==> config.mk <==
export PLATFORM = sky130hd
export DESIGN_NAME = accel_z_calibrate_reconstruct
export DESIGN_NICKNAME = d
export VERILOG_FILES = /design/src/hdl/azc_pkg.sv /design/src/hdl/accel_z_calibrate_reconstruct.sv /design/src/hdl/azc_sqrt.sv /design/src/hdl/azc_div.sv /design/src/hdl/azc_dp.sv /design/src/hdl/azc_ctrl.sv
export SDC_FILE = /design/constraint.sdc
export NUM_CORES = 2
export LEC_CHECK = 0
export BUFFER_PORTS_ARGS = -buffer_cell sky130_fd_sc_hd__buf_2
export CAP_MARGIN = 20
export CORE_MARGIN = 3
export CORE_UTILIZATION = 63
export CTS_BUF_LIST = sky130_fd_sc_hd__clkbuf_16
export CTS_CLUSTER_DIAMETER = 100
export DETAILED_ROUTE_END_ITERATION = 12
export MAX_ROUTING_LAYER = met4
export PLACE_DENSITY = 0.81
export SLEW_MARGIN = 20
export SYNTH_ARGS = -nofsm -noshare
export SYNTH_HDL_FRONTEND = slang
export SYNTH_SLANG_ARGS = --single-unit
==> constraint.sdc <==
create_clock -name clock -period 11.89 [get_ports clock]
set_clock_uncertainty 0.15 [all_clocks]
set_input_delay 2.378 -clock clock [delete_from_list [all_inputs] [get_ports clock]]
set_output_delay 2.378 -clock clock [all_outputs]
set_load 0.01 [all_outputs]
==> src/hdl/azc_pkg.sv <==
// Shared types, register codes and constant tables of the accelerometer z block.
// Depends on nothing; used by the controller, the datapath and the top level.
package azc_pkg;

   localparam int RawW  = 12;
   localparam int OutW  = 13;
   localparam int RootW = 11;
   localparam int SqrtW = 22;
   localparam int DivW  = 16;
   localparam int SumW  = 17;

   typedef enum logic [1:0] {
      CSR_FULL_SCALE = 2'd0,
      CSR_X_OFFSET   = 2'd1,
      CSR_Y_OFFSET   = 2'd2
   } csr_index_type;

   typedef enum logic [1:0] {
      DIV_MEAN = 2'd0,
      DIV_SMX  = 2'd1,
      DIV_SMY  = 2'd2
   } div_sel_type;

   typedef struct packed {
      logic        load;
      logic        cal_fail;
      logic        sq0;
      logic        sq1;
      logic        sq2;
      logic        use_smooth;
      logic        root_go;
      logic        accum;
      logic        div_go;
      logic        div_take;
      div_sel_type div_sel;
      logic        apply;
      logic        held_take;
      logic        out_load;
   } cmd_type;

   typedef struct packed {
      logic cal_done;
      logic pass;
      logic rebuilt;
      logic cal_full;
      logic rad_pos;
      logic root_done;
      logic div_done;
      logic out_free;
   } sts_type;

   // One-g magnitude in counts for each full-scale code.
   function automatic logic [RootW-1:0] one_g(input logic [1:0] sel);
      logic [RootW-1:0] r;
      case (sel)
         2'd0:    r = 11'd1024;
         2'd1:    r = 11'd512;
         2'd2:    r = 11'd256;
         default: r = 11'd128;
      endcase
      return r;
   endfunction

   // Square of the one-g magnitude.
   function automatic logic [20:0] one_g_sq(input logic [1:0] sel);
      logic [20:0] r;
      case (sel)
         2'd0:    r = 21'd1048576;
         2'd1:    r = 21'd262144;
         2'd2:    r = 21'd65536;
         default: r = 21'd16384;
      endcase
      return r;
   endfunction

   function automatic logic [13:0] abs14(input logic signed [13:0] v);
      logic [13:0] a;
      a = v[13] ? 14'(-v) : 14'(v);
      return a;
   endfunction

endpackage

==> src/hdl/accel_z_calibrate_reconstruct.sv <==
// A request is loaded, checked, offset-applied and registered; a passing calibration
// sample adds squaring, root and accumulation steps, the completing one the mean division;
// a z rebuild adds two smoothing divisions, squaring and the root (skipped when the last
// good z is held because the root would be invalid). One request at a time, taken the
// cycle after the previous result is loaded; the 11-step root unit sets the longest paths.
// Reset (synchronous, active high) clears configuration, calibration and smoothing state.
module accel_z_calibrate_reconstruct
   import azc_pkg::*;
#(
   parameter int CAL_SAMPLES = 10,
   parameter int Z_LIMIT     = 2048
) (
   input  logic        clock,
   input  logic        reset,
   input  logic        req_tvalid,
   output logic        req_tready,
   input  logic [47:0] req_tdata,   // x_word[15:0], y_word[31:16], z_word[47:32]
   output logic        rsp_tvalid,
   input  logic        rsp_tready,
   output logic [39:0] rsp_tdata,   // x_out[12:0], y_out[25:13], z_out[38:26], zero pad
   output logic [1:0]  rsp_tuser,   // z_rebuilt[0], is_calibrated[1]
   input  logic        csr_valid,
   output logic        csr_ready,
   input  logic [1:0]  csr_index,
   input  logic [11:0] csr_data
);

   cmd_type cmd;
   sts_type sts;

   // Configuration is always taken; the user must write it only while the block is idle (unenforced).
   assign csr_ready = 1'b1;

   // The controller walks each request, as it needs, through the level test, the squaring steps,
   // the root and divider units and finally the output register.
   azc_ctrl u_ctrl (
      .clock      (clock),
      .reset      (reset),
      .req_tvalid (req_tvalid),
      .req_tready (req_tready),
      .sts        (sts),
      .cmd        (cmd)
   );

   // The datapath holds the configuration, the calibration record and all arithmetic.
   azc_dp #(
      .CAL_SAMPLES (CAL_SAMPLES),
      .Z_LIMIT     (Z_LIMIT)
   ) u_dp (
      .clock      (clock),
      .reset      (reset),
      .cmd        (cmd),
      .sts        (sts),
      .req_tdata  (req_tdata),
      .csr_valid  (csr_valid),
      .csr_index  (csr_index),
      .csr_data   (csr_data),
      .rsp_tvalid (rsp_tvalid),
      .rsp_tready (rsp_tready),
      .rsp_tdata  (rsp_tdata),
      .rsp_tuser  (rsp_tuser)
   );

endmodule

==> src/hdl/azc_sqrt.sv <==
// Iterative floor square root, two radicand bits per cycle.
// Depends on nothing; instantiated by the datapath.
module azc_sqrt #(
   parameter int W = 22
) (
   input  logic             clock,
   input  logic             reset,
   input  logic             start,
   input  logic [W-1:0]     radicand,
   output logic [W/2-1:0]   root,
   output logic             done
);

   logic [W-1:0] n_ff, n_in, res_ff, res_in, bit_ff, bit_in, trial;
   logic         busy_ff, busy_in, done_ff, done_in;

   always_comb begin
      n_in    = n_ff;
      res_in  = res_ff;
      bit_in  = bit_ff;
      busy_in = busy_ff;
      done_in = 1'b0;
      trial   = res_ff + bit_ff;
      if (start) begin
         n_in    = radicand;
         res_in  = '0;
         bit_in  = W'(1) << (W - 2);
         busy_in = 1'b1;
      end else if (busy_ff) begin
         if (n_ff >= trial) begin
            n_in   = n_ff - trial;
            res_in = (res_ff >> 1) + bit_ff;
         end else begin
            res_in = res_ff >> 1;
         end
         bit_in = bit_ff >> 2;
         if (bit_ff[0]) begin
            busy_in = 1'b0;
            done_in = 1'b1;
         end
      end
   end

   always_ff @(posedge clock) begin
      if (reset) begin
         busy_ff <= 1'b0;
         done_ff <= 1'b0;
      end else begin
         busy_ff <= busy_in;
         done_ff <= done_in;
      end
      n_ff   <= n_in;
      res_ff <= res_in;
      bit_ff <= bit_in;
   end

   assign root = res_ff[W/2-1:0];
   assign done = done_ff;

endmodule

==> src/hdl/azc_div.sv <==
// Constant divider by reciprocal multiplication, one registered product per request.
// Depends on nothing; instantiated by the datapath.
module azc_div #(
   parameter int DW    = 16,
   parameter int DIV_A = 10,
   parameter int DIV_B = 3
) (
   input  logic          clock,
   input  logic          reset,
   input  logic          start,
   input  logic [DW-1:0] dividend,
   input  logic          use_b,
   output logic [DW-1:0] quotient,
   output logic          done
);

   // Rounded-up reciprocals; the extra shift of the divisor's bit count keeps
   // the quotient exact for every dividend below 2**DW.
   localparam int     SHA  = DW + $clog2(DIV_A);
   localparam int     SHB  = DW + $clog2(DIV_B);
   localparam longint MULA = ((longint'(1) << SHA) + DIV_A - 1) / DIV_A;
   localparam longint MULB = ((longint'(1) << SHB) + DIV_B - 1) / DIV_B;
   localparam int     MW   = DW + 1;
   localparam int     PW   = DW + MW;

   logic [MW-1:0] mul_c;
   logic [PW-1:0] prod_ff;
   logic          use_b_ff, done_ff;

   assign mul_c = use_b ? MW'(MULB) : MW'(MULA);

   always_ff @(posedge clock) begin
      if (reset) begin
         done_ff <= 1'b0;
      end else begin
         done_ff <= start;
      end
      if (start) begin
         prod_ff  <= PW'(dividend) * PW'(mul_c);
         use_b_ff <= use_b;
      end
   end

   assign quotient = use_b_ff ? DW'(prod_ff >> SHB) : DW'(prod_ff >> SHA);
   assign done     = done_ff;

endmodule

==> src/hdl/azc_dp.sv <==
// Datapath: configuration, calibration state, squarer, root and divider units, result register.
// Depends on azc_pkg, azc_sqrt and azc_div; driven by commands from azc_ctrl.
module azc_dp
   import azc_pkg::*;
#(
   parameter int CAL_SAMPLES = 10,
   parameter int Z_LIMIT     = 2048
) (
   input  logic          clock,
   input  logic          reset,
   input  cmd_type       cmd,
   output sts_type       sts,
   input  logic [47:0]   req_tdata,
   input  logic          csr_valid,
   input  logic [1:0]    csr_index,
   input  logic [11:0]   csr_data,
   output logic          rsp_tvalid,
   input  logic          rsp_tready,
   output logic [39:0]   rsp_tdata,
   output logic [1:0]    rsp_tuser
);

   localparam int CntW = $clog2(CAL_SAMPLES + 1);

   logic [1:0]               fs_ff;
   logic signed [RawW-1:0]   xoff_ff, yoff_ff;
   logic signed [RawW-1:0]   x_ff, y_ff, z_ff;
   logic signed [OutW-1:0]   prev_x_ff, prev_y_ff;
   logic signed [RawW-1:0]   prev_z_ff;
   logic [RootW-1:0]         held_ff;
   logic signed [RawW-1:0]   zoff_ff;
   logic signed [SumW-1:0]   sum_ff;
   logic [CntW-1:0]          cnt_ff;
   logic                     done_cal_ff;
   logic signed [25:0]       prod_ff;
   logic signed [26:0]       acc_ff;
   logic signed [OutW-1:0]   xo_ff, yo_ff, zo_ff;
   logic                     rebuilt_ff, div_neg_ff;
   logic                     rsp_valid_ff;
   logic [39:0]              rsp_data_ff;
   logic [1:0]               rsp_user_ff;

   logic [RootW-1:0]         r;
   logic [RootW:0]           two_r;
   logic [13:0]              absx, absy, absz, adx, ady, adz;
   logic signed [OutW-1:0]   sq_op, xo_c, yo_c, zo_c;
   logic signed [14:0]       num_x, num_y;
   logic [DivW-1:0]          div_dividend, div_q;
   logic                     div_neg_c, div_done, root_done;
   logic signed [DivW:0]     q_signed;
   logic [RootW-1:0]         root;
   logic signed [SumW-1:0]   rec;

   assign r     = one_g(fs_ff);
   assign two_r = {r, 1'b0};
   assign absx  = abs14(14'(x_ff));
   assign absy  = abs14(14'(y_ff));
   assign absz  = abs14(14'(z_ff));
   assign adx   = abs14(14'(x_ff) - 14'(prev_x_ff));
   assign ady   = abs14(14'(y_ff) - 14'(prev_y_ff));
   assign adz   = abs14(14'(z_ff) - 14'(prev_z_ff));

   assign xo_c = OutW'(x_ff) + OutW'(xoff_ff);
   assign yo_c = OutW'(y_ff) + OutW'(yoff_ff);
   assign zo_c = OutW'(z_ff) + OutW'(zoff_ff);

   // Level and stable test against the current one-g magnitude.
   assign sts.pass = (absx < 14'(r >> 1)) && (absy < 14'(r >> 1)) &&
                     (z_ff > $signed(14'(r >> 3))) && (14'(z_ff) < $signed(14'(two_r))) &&
                     (adx < 14'(r >> 3)) && (ady < 14'(r >> 3)) && (adz < 14'(r >> 3));

   assign sts.cal_done  = done_cal_ff;
   assign sts.rebuilt   = absz > 14'(Z_LIMIT);
   assign sts.cal_full  = (cnt_ff + 1'b1) == CntW'(CAL_SAMPLES);
   assign sts.rad_pos   = acc_ff > 0;
   assign sts.root_done = root_done;
   assign sts.div_done  = div_done;
   assign sts.out_free  = !rsp_valid_ff || rsp_tready;

   assign sq_op = cmd.use_smooth ? (cmd.sq0 ? prev_x_ff : prev_y_ff)
                                 : (cmd.sq0 ? OutW'(x_ff) : OutW'(y_ff));

   assign num_x = 15'(xo_ff) + 15'(prev_x_ff) + 15'(prev_x_ff);
   assign num_y = 15'(yo_ff) + 15'(prev_y_ff) + 15'(prev_y_ff);

   always_comb begin
      case (cmd.div_sel)
         DIV_MEAN: begin
            div_neg_c    = sum_ff[SumW-1];
            div_dividend = sum_ff[SumW-1] ? DivW'(-sum_ff) : DivW'(sum_ff);
         end
         DIV_SMX: begin
            div_neg_c    = num_x[14];
            div_dividend = num_x[14] ? DivW'(-num_x) : DivW'(num_x);
         end
         default: begin
            div_neg_c    = num_y[14];
            div_dividend = num_y[14] ? DivW'(-num_y) : DivW'(num_y);
         end
      endcase
   end

   assign q_signed = div_neg_ff ? -$signed({1'b0, div_q}) : $signed({1'b0, div_q});
   assign rec      = SumW'(root) - SumW'(z_ff);

   azc_sqrt #(.W(SqrtW)) u_sqrt (
      .clock    (clock),
      .reset    (reset),
      .start    (cmd.root_go),
      .radicand (SqrtW'(acc_ff[20:0])),
      .root     (root),
      .done     (root_done)
   );

   // The mean divides by the sample count, the smoothing steps by three.
   azc_div #(.DW(DivW), .DIV_A(CAL_SAMPLES), .DIV_B(3)) u_div (
      .clock    (clock),
      .reset    (reset),
      .start    (cmd.div_go),
      .dividend (div_dividend),
      .use_b    (cmd.div_sel != DIV_MEAN),
      .quotient (div_q),
      .done     (div_done)
   );

   always_ff @(posedge clock) begin
      if (reset) begin
         fs_ff        <= '0;
         xoff_ff      <= '0;
         yoff_ff      <= '0;
         prev_x_ff    <= '0;
         prev_y_ff    <= '0;
         prev_z_ff    <= '0;
         held_ff      <= '0;
         zoff_ff      <= '0;
         sum_ff       <= '0;
         cnt_ff       <= '0;
         done_cal_ff  <= 1'b0;
         rsp_valid_ff <= 1'b0;
      end else begin
         if (csr_valid) begin
            case (csr_index)
               CSR_FULL_SCALE: fs_ff   <= csr_data[1:0];
               CSR_X_OFFSET:   xoff_ff <= csr_data;
               CSR_Y_OFFSET:   yoff_ff <= csr_data;
               default: ;
            endcase
         end
         if (cmd.cal_fail) begin
            cnt_ff    <= '0;
            sum_ff    <= '0;
            prev_x_ff <= OutW'(x_ff);
            prev_y_ff <= OutW'(y_ff);
            prev_z_ff <= z_ff;
         end
         if (cmd.accum) begin
            cnt_ff    <= cnt_ff + 1'b1;
            sum_ff    <= sum_ff + rec;
            prev_x_ff <= OutW'(x_ff);
            prev_y_ff <= OutW'(y_ff);
            prev_z_ff <= z_ff;
         end
         if (cmd.apply && sts.rebuilt && prev_x_ff == '0 && prev_y_ff == '0) begin
            prev_x_ff <= xo_c;
            prev_y_ff <= yo_c;
         end
         if (cmd.div_take) begin
            case (cmd.div_sel)
               DIV_MEAN: begin
                  zoff_ff     <= RawW'(q_signed);
                  done_cal_ff <= 1'b1;
               end
               DIV_SMX: prev_x_ff <= OutW'(q_signed);
               default: prev_y_ff <= OutW'(q_signed);
            endcase
         end
         if (cmd.held_take)
            held_ff <= root;
         if (cmd.out_load)
            rsp_valid_ff <= 1'b1;
         else if (rsp_tready)
            rsp_valid_ff <= 1'b0;
      end
      if (cmd.load) begin
         x_ff <= req_tdata[15:4];
         y_ff <= req_tdata[31:20];
         z_ff <= req_tdata[47:36];
      end
      if (cmd.sq0) begin
         prod_ff <= sq_op * sq_op;
         acc_ff  <= 27'(one_g_sq(fs_ff));
      end
      if (cmd.sq1) begin
         prod_ff <= sq_op * sq_op;
         acc_ff  <= acc_ff - 27'(prod_ff);
      end
      if (cmd.sq2)
         acc_ff <= acc_ff - 27'(prod_ff);
      if (cmd.div_go)
         div_neg_ff <= div_neg_c;
      if (cmd.apply) begin
         xo_ff      <= xo_c;
         yo_ff      <= yo_c;
         zo_ff      <= zo_c;
         rebuilt_ff <= sts.rebuilt;
      end
      if (cmd.out_load) begin
         rsp_data_ff <= {1'b0, (rebuilt_ff ? OutW'(held_ff) : zo_ff), yo_ff, xo_ff};
         rsp_user_ff <= {done_cal_ff, rebuilt_ff};
      end
   end

   assign rsp_tvalid = rsp_valid_ff;
   assign rsp_tdata  = rsp_data_ff;
   assign rsp_tuser  = rsp_user_ff;

endmodule

==> src/hdl/azc_ctrl.sv <==
// Controller: sequences calibration, offset application and z rebuild for one request.
// Depends on azc_pkg; drives azc_dp through the command struct.
module azc_ctrl
   import azc_pkg::*;
(
   input  logic    clock,
   input  logic    reset,
   input  logic    req_tvalid,
   output logic    req_tready,
   input  sts_type sts,
   output cmd_type cmd
);

   typedef enum logic [3:0] {
      ST_IDLE, ST_CHECK, ST_SQ0, ST_SQ1, ST_SQ2, ST_RAD, ST_ROOT_GO, ST_ROOT_WAIT,
      ST_ACCUM, ST_DIV_GO, ST_DIV_WAIT, ST_DIV_TAKE, ST_APPLY, ST_HELD, ST_OUT
   } state_type;

   state_type   state_ff, state_in;
   logic        smooth_ff, smooth_in;
   div_sel_type sel_ff, sel_in;

   always_comb begin
      state_in  = state_ff;
      smooth_in = smooth_ff;
      sel_in    = sel_ff;
      cmd            = '0;
      cmd.use_smooth = smooth_ff;
      cmd.div_sel    = sel_ff;
      case (state_ff)
         ST_IDLE: begin
            cmd.load = req_tvalid;
            if (req_tvalid)
               state_in = ST_CHECK;
         end
         ST_CHECK: begin
            if (sts.cal_done) begin
               state_in = ST_APPLY;
            end else if (sts.pass) begin
               smooth_in = 1'b0;
               state_in  = ST_SQ0;
            end else begin
               cmd.cal_fail = 1'b1;
               state_in     = ST_APPLY;
            end
         end
         ST_SQ0: begin
            cmd.sq0  = 1'b1;
            state_in = ST_SQ1;
         end
         ST_SQ1: begin
            cmd.sq1  = 1'b1;
            state_in = ST_SQ2;
         end
         ST_SQ2: begin
            cmd.sq2  = 1'b1;
            state_in = ST_RAD;
         end
         ST_RAD: begin
            // A rebuilt z keeps the held value when the radicand is not positive.
            state_in = (!smooth_ff || sts.rad_pos) ? ST_ROOT_GO : ST_OUT;
         end
         ST_ROOT_GO: begin
            cmd.root_go = 1'b1;
            state_in    = ST_ROOT_WAIT;
         end
         ST_ROOT_WAIT: begin
            if (sts.root_done)
               state_in = smooth_ff ? ST_HELD : ST_ACCUM;
         end
         ST_ACCUM: begin
            cmd.accum = 1'b1;
            if (sts.cal_full) begin
               sel_in   = DIV_MEAN;
               state_in = ST_DIV_GO;
            end else begin
               state_in = ST_APPLY;
            end
         end
         ST_DIV_GO: begin
            cmd.div_go = 1'b1;
            state_in   = ST_DIV_WAIT;
         end
         ST_DIV_WAIT: begin
            if (sts.div_done)
               state_in = ST_DIV_TAKE;
         end
         ST_DIV_TAKE: begin
            cmd.div_take = 1'b1;
            case (sel_ff)
               DIV_MEAN: state_in = ST_APPLY;
               DIV_SMX: begin
                  sel_in   = DIV_SMY;
                  state_in = ST_DIV_GO;
               end
               default: begin
                  smooth_in = 1'b1;
                  state_in  = ST_SQ0;
               end
            endcase
         end
         ST_APPLY: begin
            cmd.apply = 1'b1;
            if (sts.rebuilt) begin
               sel_in   = DIV_SMX;
               state_in = ST_DIV_GO;
            end else begin
               state_in = ST_OUT;
            end
         end
         ST_HELD: begin
            cmd.held_take = 1'b1;
            state_in      = ST_OUT;
         end
         ST_OUT: begin
            if (sts.out_free) begin
               cmd.out_load = 1'b1;
               state_in     = ST_IDLE;
            end
         end
         default: state_in = ST_IDLE;
      endcase
   end

   always_ff @(posedge clock) begin
      if (reset) begin
         state_ff  <= ST_IDLE;
         smooth_ff <= 1'b0;
         sel_ff    <= DIV_MEAN;
      end else begin
         state_ff  <= state_in;
         smooth_ff <= smooth_in;
         sel_ff    <= sel_in;
      end
   end

   assign req_tready = state_ff == ST_IDLE;

endmodule

# Word level (Yosys, flattened, before mapping)
# Index checks and enable logic that the tools add are counted.
dict set report totals {
  reg_bits 380
  inputBits 67
  out_inout_bits 45
  elab_cells 232
}
dict set report classes {
  addsub 27
  multipliers 2
  n_lt_le_gt_ge 10
  eq_ne 30
  mux 86
  bitwise_logic 1
  reduce_logical 39
}
# op count
set ops {}
lappend ops {{$mux W13} 15}
lappend ops {{$mux W14} 6}
lappend ops {{$mux W27} 3}
lappend ops {{$mux W16} 4}
lappend ops {{$mux W21} 3}
lappend ops {{$pmux W21 S3} 1}
lappend ops {{$pmux W4 S15} 1}
lappend ops {{$mux W26} 2}
lappend ops {{$lt A14 B8 Y1} 3}
lappend ops {{$neg A12 Y14} 3}
lappend ops {{$neg A14 Y14} 3}
lappend ops {{$add A12 B12 Y13} 3}
lappend ops {{$mux W4} 9}
lappend ops {{$mux W17} 2}
lappend ops {{$mul A16 B17 Y33} 1}
lappend ops {{$pmux W11 S3} 1}
lappend ops {{$eq A4 B4 Y1 const B} 8}
lappend ops {{$neg A15 Y16} 2}
lappend ops {{$pmux W16 S2} 1}
lappend ops {{$add A14 B13 Y15} 2}
lappend ops {{$add A13 B13 Y14} 2}
lappend ops {{$lt A14 B10 Y1} 2}
lappend ops {{$sub A12 B13 Y14} 2}
lappend ops {{$gt A27 B1 Y1 const B} 1}
lappend ops {{other kinds (43)} 115}

# Depth between registers and ports, before layout
dict set report depth {
  word_depth 17
  mapped_depth 38
  mapped_depth_nobuf 38
}

# Modules after synthesis
# Synthesis repeated with hierarchy kept, for this count alone.
dict set report unflattened {
  cells_unflattened 3989
  area_unflattened_um2 36745.2
}
# module instances cells_each area_each_um2 seq_area_each_um2
set modules_own_cells {}
lappend modules_own_cells {azc_dp 1 2693 25195.4 7307.0}
lappend modules_own_cells {azc_div 1 637 6138.4 500.5}
lappend modules_own_cells {azc_sqrt 1 564 4732.0 1361.3}
lappend modules_own_cells {azc_ctrl 1 93 668.1 140.1}
lappend modules_own_cells {accel_z_calibrate_reconstruct 1 2 11.3 0.0}

# Worst setup path after synthesis
# No wires, ideal clock.
dict set report synth_path {
  path_kind {register -> register}
  start {register u_dp.xo_ff[1]}
  end {register u_dp.u_div.prod_ff[32], data pin}
  arrival_time_ps 8512
  path_slack_ps 2957
  stages_incl_launch_ff 37
  synth_period_minus_slack_ps 8933
  cell_sequence {edfxtp_1 ha_1 fa_1 a21o_1 a21oi_1 o21bai_1 a2111oi_0 nor2_1 xnor2_1 or2_2 nor3_1 nor2_1 xnor2_1 a211oi_1 or2_2 ha_1 inv_1 fa_1 fa_1 inv_1 fa_1 fa_1 inv_1 fa_1 inv_1 ha_1 a21o_1 a21o_1 a21oi_1 nor2b_1 o21ai_0 nand2_1 a21oi_1 o211a_1 nor3_1 a2111oi_0 xnor2_1}
}
dict set report synth_via {
  elab_chain_cells 6
}
# item line_no
set synth_lines {}
lappend synth_lines {{from (decl)} azc_dp.sv:37} ;# logic signed [OutW-1:0] xo_ff, yo_ff, zo_ff;
lappend synth_lines {{from (signal assigned)} azc_dp.sv:202} ;# xo_ff <= xo_c;
lappend synth_lines {{$add A13 B13 Y14 (*)} azc_dp.sv:83} ;# assign num_x = 15'(xo_ff) + 15'(prev_x_ff) + 15'(prev_x_ff);
lappend synth_lines {{$add A14 B13 Y15 (*)} azc_dp.sv:83}
lappend synth_lines {{$neg A15 Y16} azc_dp.sv:94} ;# div_dividend = num_x[14] ? DivW'(-num_x) : DivW'(num_x);
lappend synth_lines {{$mux W16 (*)} azc_dp.sv:94}
lappend synth_lines {{$pmux W16 S2 (*)} azc_dp.sv:87} ;# case (cmd.div_sel)
lappend synth_lines {{$mul A16 B17 Y33 (*)} azc_div.sv:39} ;# prod_ff <= PW'(dividend) * PW'(mul_c);
lappend synth_lines {{to (signal assigned)} azc_div.sv:39}
lappend synth_lines {{to (decl)} azc_div.sv:27} ;# logic [PW-1:0] prod_ff;
# Every way passes the cells marked *; elsewhere a longest branch is shown, timed or not.
# A chain may end at the register's enable or synchronous reset.

# Worst setup path after layout
# Same ends and word-level chain as after synthesis.

==> impl_metrics.yaml <==
clocking:
  cts_max_level: 2
  cts_sinks: 361
  cts_max_path_buffers: 3
  cts-resized-gates: 0
  cts_tree: "yes"
  cts-root-buf: "clkbuf_16"
  clkLatencyLatePin_ns: 0.58
  cts_inserted_buffers: 42
  hold_buffers: 0
  post_cts_buffers: 0
  clk_pin_slew_worst_paths_ns: 0.06
synth:
  synth_edf_count: 207
  syn_inst: 3902
  ys_ff_latch: 361
  synth-async-reset-ratio: 0
  synthTopCellsByArea: "edfxtp_1 (17%), fa_1 (15%), ha_1 (14%), dfxtp_1 (8.7%), inv_1 (5.7%)"
  yosysTopAreaCellShare: 0.174
  synth.most_common_cell: "inv_1"
  synth.distinct_cells: 87
  synthesis.area_mm2: 0.0356
  synthTopCellsByCount: "inv_1 (543), ha_1 (402), nor2_1 (368), nand2_1 (299), fa_1 (271)"
  yosys_warnings: 0
  avgSynthCellArea_um2: 9.13
  ys_seq_area_frac: 0.261
  yosysTopAreaCell: "edfxtp_1"
  synthFlopType: "edfxtp_1"
finish:
  fin_area_mm2: 0.0383
  drive_gt1_frac: 0.0639
  syn2layout_area_growth_pct: 7.48
  fin_nets: 4712
  diodes: 0
critical_path:
  worstSetupStartpointType: "flop"
  cp_data_required_time_ns: 12.04
  max_stage_delay_ns: 0.62
  end_kind: "flop"
  setup.worst_path.class: "flop to flop"
  crit_top_cell: "fa_1"
  critPathSlowestCell: "a2111oi_0"
  path_max_fanout: 4
  arrival_ns: 10.39
global_routing:
  grt_pass1_wl_um: 145000
  grt_max_degree: 81
  overflow: 0
  antenna_found_initial: 0
  grt_pass1_vias: 27500
  gr-usage-all-layers: 0.314
floorplan:
  ios: 112
  die_area_mm2: 0.0595
  fp.dieW_um: 244
  initial_core_util: 0.642
  core_mm2: 0.0555
  die_h_um: 244
  rows: 86
flow_run:
  cap_violations: 0
detailed_routing:
  avgViaCountPerCell: 6.04
  dr.pass1.iters: 6
  wl_met3_um: 8010
  route.detailed.drc: 0
  wl_met1_um: 38500
  wl_per_cell_um: 19.3
  vias: 28700
  initialDrtViolationCount: 2679
  detail-route-antenna-nets: 0
  maxUsedRoutingLayer: "met4"
  routed_wl_um: 91600
  wl_met2_um: 41100
sta:
  drv_slew: 0
  setup_tns_ns: 0
  fin_ws_ns: 1.65
  setup_viol: 0
  hold-worst-slack_ns: 0.306
  relSlewSlack: 0.233
  post-route-period-util: 0.861
  rsz0062_at_grt: "false"
  period_needed_ns: 10.24
  final-hold-violation-count: 0
  tightest_slew_ns: 1.14
  fmax_mhz: 97.7
placement:
  gp_congestion: 1.05
  dp_hpwl_um: 71700
  placed_area_mm2: 0.0369
  io_buffers: 97
  place_ws_ns: 1.76
run_status:
  status: "completed"
worst_hold_path:
  hold_path_class: "flop to flop"
==> flip-flops by register name, summed over array words and instances (netlist names), 13 cells and up <==
register	count
u_dp.acc_ff	27
u_dp.prev_x_ff	13
u_dp.prev_y_ff	13
u_dp.prod_ff	25
u_dp.rsp_tdata	39
u_dp.sum_ff	17
u_dp.u_div.prod_ff	15
u_dp.u_sqrt.n_ff	22
u_dp.u_sqrt.res_ff	22
u_dp.xo_ff	13
u_dp.yo_ff	13
u_dp.zo_ff	13
==> through the flow <==
step           utilization  instances
6_report             0.690       4752
5_1_grt              0.690       4752
4_1_cts              0.690       4752
3_5_place_dp         0.664       4676
3_3_place_gp         0.664       4676
2_1_floorplan            -       3910
==> logic make-up (layout without fill, tap and decap cells) <==
kind of cell,after synthesis,in the layout,share of synthesized area
AO/OA/AOI/OAI,803,803,0.148
XOR/XNOR,262,262,0.0644
adder cells (fa/ha/maj),673,673,0.293
buffers and inverters,651,745,0.0698
flip-flops,361,361,0.261
multiplexers,88,88,0.0252
other,2,10,0.000211
AND/OR/NAND/NOR,1062,1062,0.138
==> cell type report <==
class | count | area (µm²)
Clock buffer | 45 | 1130
Clock inverter | 31 | 294
Fill cell | 4327 | 17200
Inverter | 546 | 2050
Multi-Input combinational cell | 2898 | 23900
Sequential cell | 361 | 9300
Tap cell | 748 | 936
Timing Repair Buffer | 123 | 683
==> path summary, 6_finish.rpt <==
path,slack (ns),end,start,cells after the start
setup / recovery,1.65,u_dp.u_div.prod_ff[32]$_DFFE_PP_,u_dp.xo_ff[1]$_DFFE_PN_,36
hold / removal,0.31,u_dp.rsp_tdata[16]$_DFFE_PP_,u_dp.yo_ff[3]$_DFFE_PN_,0
setup reg to reg,1.65,u_dp.u_div.prod_ff[32]$_DFFE_PP_,u_dp.xo_ff[1]$_DFFE_PN_,36
hold reg to reg,0.31,u_dp.rsp_tdata[16]$_DFFE_PP_,u_dp.yo_ff[3]$_DFFE_PN_,0
==> metal layers <==
layer	vias to the layer above	GRT usage
met1	13600	0.421
met2	1254	0.483
met5	-	-
met4	0	0.123
met3	285	0.0492
li1	13500	-
==> cell usage in the layout (no fill, tap or decap), types with 62 or more instances in the layout <==
cell      Yosys  final
o21ai_0     152    152
edfxtp_1    207    207
a21oi_1     218    217
xnor2_1     177    177
buf_2         4     96
nor3_1       65     62
ha_1        402    402
xor2_1       85     85
dfxtp_1     154    153
fa_1        271    271
inv_1       543    547
nand2_1     299    298
mux2i_1      74     74
nor2_1      368    367
==> worst max-delay path, delay by kind of cell, from the launching register on <==
family | cells | cell delay [ns]
AOI/OAI and AO/OA | 12 | 3.30
buffers and inverters | 4 | 0.23
DFF | 1 | 0.46
xor gates and xnor gates | 3 | 0.60
adders and majority gates | 9 | 3.87
and+or+nand+nor | 8 | 1.36
Power is not shown: default switching activity piles up to over one toggle a cycle in this logic, so the estimate is an artifact.
